===== src/hdl/fmpp_pkg.sv =====
// Package for the FFT magnitude, phase and peak block.
// Holds sizes, item types, the arctangent table and the twiddle tables.
// No dependencies; every other file of the block but fmpp_stream_if imports it.
package fmpp_pkg;

  localparam int FFT_POINTS   = 128;
  localparam int PHASE_BITS   = 16;
  localparam int BINS         = FFT_POINTS / 2;
  localparam int IDX_W        = $clog2(FFT_POINTS);
  localparam int BIN_W        = 6;
  localparam int CORDIC_STEPS = 28;
  localparam int STEP_W       = $clog2(CORDIC_STEPS);
  localparam longint CORDIC_X0 = 652032874;
  localparam logic [BIN_W-1:0] SKIP_RESET = BIN_W'(10);
  localparam int ACC_W        = 56;
  localparam int FRAC_SHIFT   = 22;
  localparam int Q8_W         = ACC_W - FRAC_SHIFT;
  localparam int PROD_W       = 49;
  localparam int CX_W         = 36;
  localparam int CZ_W         = 34;
  localparam int DIV_SHIFT    = 8 + $clog2(FFT_POINTS);

  localparam int ATAN_TAB [CORDIC_STEPS] = '{
    536870912, 316933406, 167458907, 85004756, 42667331, 21354465, 10679838,
    5340245, 2670163, 1335087, 667544, 333772, 166886, 83443, 41722, 20861,
    10430, 5215, 2608, 1304, 652, 326, 163, 81, 41, 20, 10, 5
  };

  typedef logic signed [31:0] tw_tab_t [FFT_POINTS];

  typedef struct packed {
    logic [15:0] tx_sample;
    logic [15:0] rx_sample;
  } in_item_t;

  typedef struct packed {
    logic [5:0]          bin_index;
    logic [16:0]         rx_magnitude;
    logic signed [15:0]  rx_phase;
    logic signed [15:0]  tx_phase;
    logic [5:0]          peak_bin;
    logic                last_bin;
  } out_item_t;

  typedef struct packed {
    logic [BIN_W-1:0]       bin;
    logic signed [Q8_W-1:0] rx_re;
    logic signed [Q8_W-1:0] rx_im;
    logic signed [Q8_W-1:0] tx_re;
    logic signed [Q8_W-1:0] tx_im;
  } bin_sums_t;

  // Rotation CORDIC over one turn in 2^32 units, cos or sin in Q30.
  function automatic tw_tab_t gen_tw(input bit want_sin);
    tw_tab_t tab;
    longint  t;
    longint  x;
    longint  y;
    longint  nx;
    longint  ny;
    bit      neg;
    for (int m = 0; m < FFT_POINTS; m++) begin
      t   = (longint'(m) <<< 32) / FFT_POINTS;
      neg = 1'b0;
      x   = CORDIC_X0;
      y   = 0;
      if (t >= (longint'(1) <<< 31)) t = t - (longint'(1) <<< 32);
      if (t > (longint'(1) <<< 30)) begin
        t   = t - (longint'(1) <<< 31);
        neg = 1'b1;
      end else if (t < -(longint'(1) <<< 30)) begin
        t   = t + (longint'(1) <<< 31);
        neg = 1'b1;
      end
      for (int i = 0; i < CORDIC_STEPS; i++) begin
        if (t >= 0) begin
          nx = x - (y >>> i);
          ny = y + (x >>> i);
          t  = t - longint'(ATAN_TAB[i]);
        end else begin
          nx = x + (y >>> i);
          ny = y - (x >>> i);
          t  = t + longint'(ATAN_TAB[i]);
        end
        x = nx;
        y = ny;
      end
      if (neg) begin
        x = -x;
        y = -y;
      end
      tab[m] = want_sin ? 32'(y) : 32'(x);
    end
    return tab;
  endfunction

  localparam tw_tab_t TW_COS = gen_tw(1'b0);
  localparam tw_tab_t TW_SIN = gen_tw(1'b1);

endpackage


===== src/hdl/fmpp_stream_if.sv =====
// Valid/ready stream interface used by every channel of the block.
// Payload type is set per instance; no other dependencies.
interface fmpp_stream_if #(parameter type T = logic);
  logic valid;
  logic ready;
  T     data;

  modport source (output valid, output data, input ready);
  modport sink   (input valid, input data, output ready);
endinterface


===== src/hdl/fmpp_queue.sv =====
// Two-entry queue of bin sums between the front and the back part.
// Depends on fmpp_pkg and fmpp_stream_if.
module fmpp_queue import fmpp_pkg::*; (
  input  logic           clk_i,
  input  logic           rst_ni,
  fmpp_stream_if.sink    wr_i,
  fmpp_stream_if.source  rd_o
);

  bin_sums_t  ent_q [2];
  logic       wp_q, rp_q;
  logic [1:0] cnt_q;
  logic       push, pop;

  assign wr_i.ready = (cnt_q != 2'd2);
  assign rd_o.valid = (cnt_q != 2'd0);
  assign rd_o.data  = ent_q[rp_q];
  assign push = wr_i.valid && wr_i.ready;
  assign pop  = rd_o.valid && rd_o.ready;

  always_ff @(posedge clk_i or negedge rst_ni) begin
    if (!rst_ni) begin
      wp_q  <= 1'b0;
      rp_q  <= 1'b0;
      cnt_q <= 2'd0;
    end else begin
      if (push) wp_q <= ~wp_q;
      if (pop)  rp_q <= ~rp_q;
      cnt_q <= cnt_q + {1'b0, push} - {1'b0, pop};
    end
  end

  always_ff @(posedge clk_i) begin
    if (push) ent_q[wp_q] <= wr_i.data;
  end

endmodule


===== src/flat_wrapper.sv =====
// flat-port wrapper written by rule: the top's interface ports become plain ports
module fmpp_queue_flat import fmpp_pkg::*;
  (clk_i, rst_ni, wr_i_valid, wr_i_data, wr_i_ready, rd_o_valid, rd_o_data, rd_o_ready);
  fmpp_stream_if wr_i_i ();
  fmpp_stream_if rd_o_i ();
  input  logic clk_i;
  input  logic rst_ni;
  input wire logic [$bits(wr_i_i.valid)-1:0] wr_i_valid;
  input wire logic [$bits(wr_i_i.data)-1:0] wr_i_data;
  output wire logic [$bits(wr_i_i.ready)-1:0] wr_i_ready;
  output wire logic [$bits(rd_o_i.valid)-1:0] rd_o_valid;
  output wire logic [$bits(rd_o_i.data)-1:0] rd_o_data;
  input wire logic [$bits(rd_o_i.ready)-1:0] rd_o_ready;
  assign wr_i_i.valid = wr_i_valid;
  assign wr_i_i.data = wr_i_data;
  assign wr_i_ready = wr_i_i.ready;
  assign rd_o_valid = rd_o_i.valid;
  assign rd_o_data = rd_o_i.data;
  assign rd_o_i.ready = rd_o_ready;
  fmpp_queue u_core (.clk_i(clk_i), .rst_ni(rst_ni), .wr_i(wr_i_i), .rd_o(rd_o_i));
endmodule

===== config.mk =====
export PLATFORM = sky130hd
export DESIGN_NAME = fmpp_queue_flat
export DESIGN_NICKNAME = d
export VERILOG_FILES = /design/src/hdl/fmpp_pkg.sv /design/src/hdl/fmpp_stream_if.sv /design/src/hdl/fmpp_queue.sv /design/src/flat_wrapper.sv
export SDC_FILE = /design/constraint.sdc
export NUM_CORES = 1
export LEC_CHECK = 0
export CORE_AREA = 5 5 42 44
export DETAILED_ROUTE_END_ITERATION = 8
export DIE_AREA = 0 0 47 49
export DONT_BUFFER_PORTS = 1
export PLACE_DENSITY = 0.43
export REMOVE_ABC_BUFFERS = 1
export SETUP_SLACK_MARGIN = 0.5
export SYNTH_ARGS = -nofsm -noshare
export SYNTH_HDL_FRONTEND = slang
export SYNTH_SLANG_ARGS = --single-unit

===== constraint.sdc =====
create_clock -name clk_i -period 1.6 [get_ports clk_i]
set_clock_uncertainty 0.15 [all_clocks]
set_input_delay 0.08 -clock clk_i [delete_from_list [all_inputs] [get_ports clk_i]]
set_output_delay 0.08 -clock clk_i [all_outputs]
set_load 0.01 [all_outputs]

==> impl_metrics.env <==
export IMPL_regArea_sq_um=160
export IMPL_required_ns=1.59
export IMPL_seq_area_frac_synth_pct=57.7
export IMPL_clock_sinks=6
export IMPL_cp_data_arrival_time_ns=1.71
export IMPL_worst_pin_slew_ns=0.236
export IMPL_power_leakage_nw=0.255
export IMPL_min_from="rd_o_ready"
export IMPL_hp_class="in2reg"
export IMPL_grt_util_met3_pct=3.32
export IMPL_failed_checks="setup timing"
export IMPL_dr_total_vias=238
export IMPL_avgSynthCellArea_sq_um=12.6
export IMPL_grt_ovfl_total=0
export IMPL_netlist_instances=22
export IMPL_first_iter_violations=3
export IMPL_worstSkewPairLatency_ns=0.25
export IMPL_synth_ff_type="dfrtp_1"
export IMPL_die_x_um=47
export IMPL_totalWireLength_um=679
export IMPL_synth_area_top_cells="dfrtp_1 (36%), edfxtp_1 (22%), xnor2_1 (9.5%)"
export IMPL_r2r_cells=7
export IMPL_synth_top_area_cell="dfrtp_1"
export IMPL_setup_violations=1
export IMPL_yosysTopAreaCellShare_pct=36.0
export IMPL_start_util_pct=19.8
export IMPL_crit_type="reg2reg"
export IMPL_grt_pass1_wl_um=1120
export IMPL_dr_pass1_iters=2
export IMPL_clockBufferDepth=2
export IMPL_ant_nets=0
export IMPL_ctsHtreeMaxLevel=1
export IMPL_route_detailed_drc=0
export IMPL_netlist_area_sq_um=278
export IMPL_startpoint_type="flop"
export IMPL_final_fill_count=137
export IMPL_synth_cell_types=13
export IMPL_slew_viol_final=0
export IMPL_min_delay_path_depth=3
export IMPL_grt_pass1_vias=281
export IMPL_die_area_sq_um=2300
export IMPL_combPwrFrac_pct=60.9
export IMPL_cts_buffers=3
export IMPL_rows=14
export IMPL_p_int_w=0.000758
export IMPL_min_to="u_core.cnt_q[1]"
export IMPL_dieHeight_um=49
export IMPL_dp_hpwl_um=419
export IMPL_final_nets=51
export IMPL_powerDensity_nw_per_um2=2030
export IMPL_pwr_share_clk_pct=14.4
export IMPL_drive_above_1_share_pct=62.8
export IMPL_p_seq_share_pct=24.7
export IMPL_p_sw_w=0.000368
export IMPL_crit_path_max_fanout=2
export IMPL_multi_input_area_sq_um=178
export IMPL_finalHoldViolCount=0
export IMPL_ys_warn_count=0
export IMPL_grt_max_degree=5
export IMPL_synthTopCellsByCount="dfrtp_1 (4), inv_1 (3), xnor2_1 (3)"
export IMPL_grt_setup_unrepaired="true"
export IMPL_fin_crit_ns=1.72
export IMPL_cp_end_kind="flop"
export IMPL_fin_crit_sh_pct=107
export IMPL_holdWs_ns=0.0346
export IMPL_layout_setup_ws_ns=-0.117
export IMPL_num_io_pins=8
export IMPL_synth_most_common_cell="dfrtp_1"
export IMPL_n_antenna_cell=0
export IMPL_ys_ff_latch=6
export IMPL_io_buffer_count=0
export IMPL_cts_tree="yes"
export IMPL_grt_busiest_layer="met2"
export IMPL_placed_cells=42
export IMPL_postSynth_asyncResetShare_pct=66.7
export IMPL_cts_root_buf="clkbuf_4"
export IMPL_r2r_start="u_core.cnt_q[0]"
export IMPL_reg2reg_to="u_core.cnt_q[1]"
export IMPL_grtUsageMet1_pct=6.92
export IMPL_vdd_drop_max_mv=0.619
export IMPL_core_sq_um=1400
export IMPL_p_sw_share_pct=32.7
export IMPL_vias_per_cell=4.03
export IMPL_finalPower_w=0.00113
export IMPL_slew_headroom_pct=84.2
export IMPL_grtUsageTotal_pct=7.64
export IMPL_final_cells=59
export IMPL_r2r_setup_slack_ns=-0.12
export IMPL_area_growth_pct=100
export IMPL_synth_edff_count=2
export IMPL_antenna_found_initial=0
export IMPL_outcome="finished with violations"
export IMPL_timing_max_cap_violations=0
export IMPL_path_clk_slew_ns=0.05
export IMPL_grt_use_met2_pct=11.3
export IMPL_routabilityCongestion=0.721
export IMPL_max_freq_ghz=0.582
export IMPL_wl_per_cell_um=11.5
==> logic make-up after synthesis <==
kind of cell | share of synthesized area [%]
adder cells (fa/ha/maj) | 9.01
multiplexers | 4.05
flip-flops | 57.7
buffers and inverters | 4.05
AND/OR/NAND/NOR | 12.6
XOR/XNOR | 12.6
==> power groups by stage <==
stage	clock [W]	sequential [W]	combinational (W)
final	0.000162	0.000279	0.000686
after global routing	0.000179	0.000286	0.000732
after CTS	0.000167	0.000272	0.000665
after detailed placement	0	0.000271	0.000327
after global placement	0	0.000268	0.000312
after floorplan	0	0.000266	0.000214
==> metal layers <==
metal,routed length (um),vias to the layer above
met5,0,-
met1,240,116
li1,-,112
met4,28,0
met2,358,7
met3,51,3
==> cell usage in the layout, fill, tap and decap left out, types with 2 or more instances in the layout <==
master,Yosys,layout
buf_4,0,7
buf_6,0,6
dlygate4sd3_1,0,4
dfrtp_1,4,4
clkbuf_4,0,3
inv_1,3,2
xnor2_2,0,2
ha_4,0,2
edfxtp_1,2,2
==> flip-flops by register name, indices dropped and copies added, names as in the netlist <==
signal / flops
u_core.rp_q: 1
u_core.wp_q: 1
u_core.cnt_q: 2
u_core.ent_q: 2
==> critical path, stage by stage (launching register included) <==
cell	delay, ns
dfrtp_1	0.37
or2_1	0.24
and2_4	0.15
ha_4	0.26
inv_2	0.04
ha_4	0.15
xnor2_2	0.13
xnor2_1	0.12
==> layout make-up <==
class / count / share of cell area [%]
Sequential cell: 6 / 28.8
Timing Repair Buffer: 17 / 28.8
Clock buffer: 4 / 4.73
Multi-Input combinational cell: 13 / 32.0
Tap cell: 16 / 3.60
Inverter: 3 / 2.03
==> worst max-delay path by stage <==
stage	startpoint	to	slack, ns	cells past startpoint
6_report	u_core.cnt_q[0]	u_core.cnt_q[1]	-0.12	7
5_1_grt	u_core.cnt_q[0]	u_core.cnt_q[1]	-0.17	7
4_1_cts	u_core.cnt_q[1]	u_core.cnt_q[1]	-0.13	7
3_5_place_dp	u_core.cnt_q[0]	u_core.cnt_q[1]	-0.22	7
3_3_place_gp	u_core.cnt_q[0]	u_core.cnt_q[1]	-0.17	7
2_1_floorplan	u_core.cnt_q[1]	u_core.cnt_q[1]	-0.19	7
==> per-stage QoR <==
| step | setup WS, ns | util, % | setup TNS [ns] | instance area [sq um] |
|---|---|---|---|---|
| 2_1_floorplan | -0.191 | - | -0.217 | 278 |
| 3_3_place_gp | -0.173 | 23.4 | -0.175 | 328 |
| 3_5_place_dp | -0.221 | 23.4 | -0.255 | 328 |
| 4_1_cts | -0.130 | 38.5 | -0.130 | 539 |
| 5_1_grt | -0.166 | 39.6 | -0.212 | 556 |
| 6_report | -0.117 | 39.6 | -0.117 | 556 |
==> what timing repair did <==
item,CTS,global route
pin swaps,7,3
endpoints found under the setup margin,8,9
hold buffers,4,0
resized for setup,17,2
endpoints found under the hold margin,9,0
buffers inserted,8,1
Power figures use the tool's default switching activity.
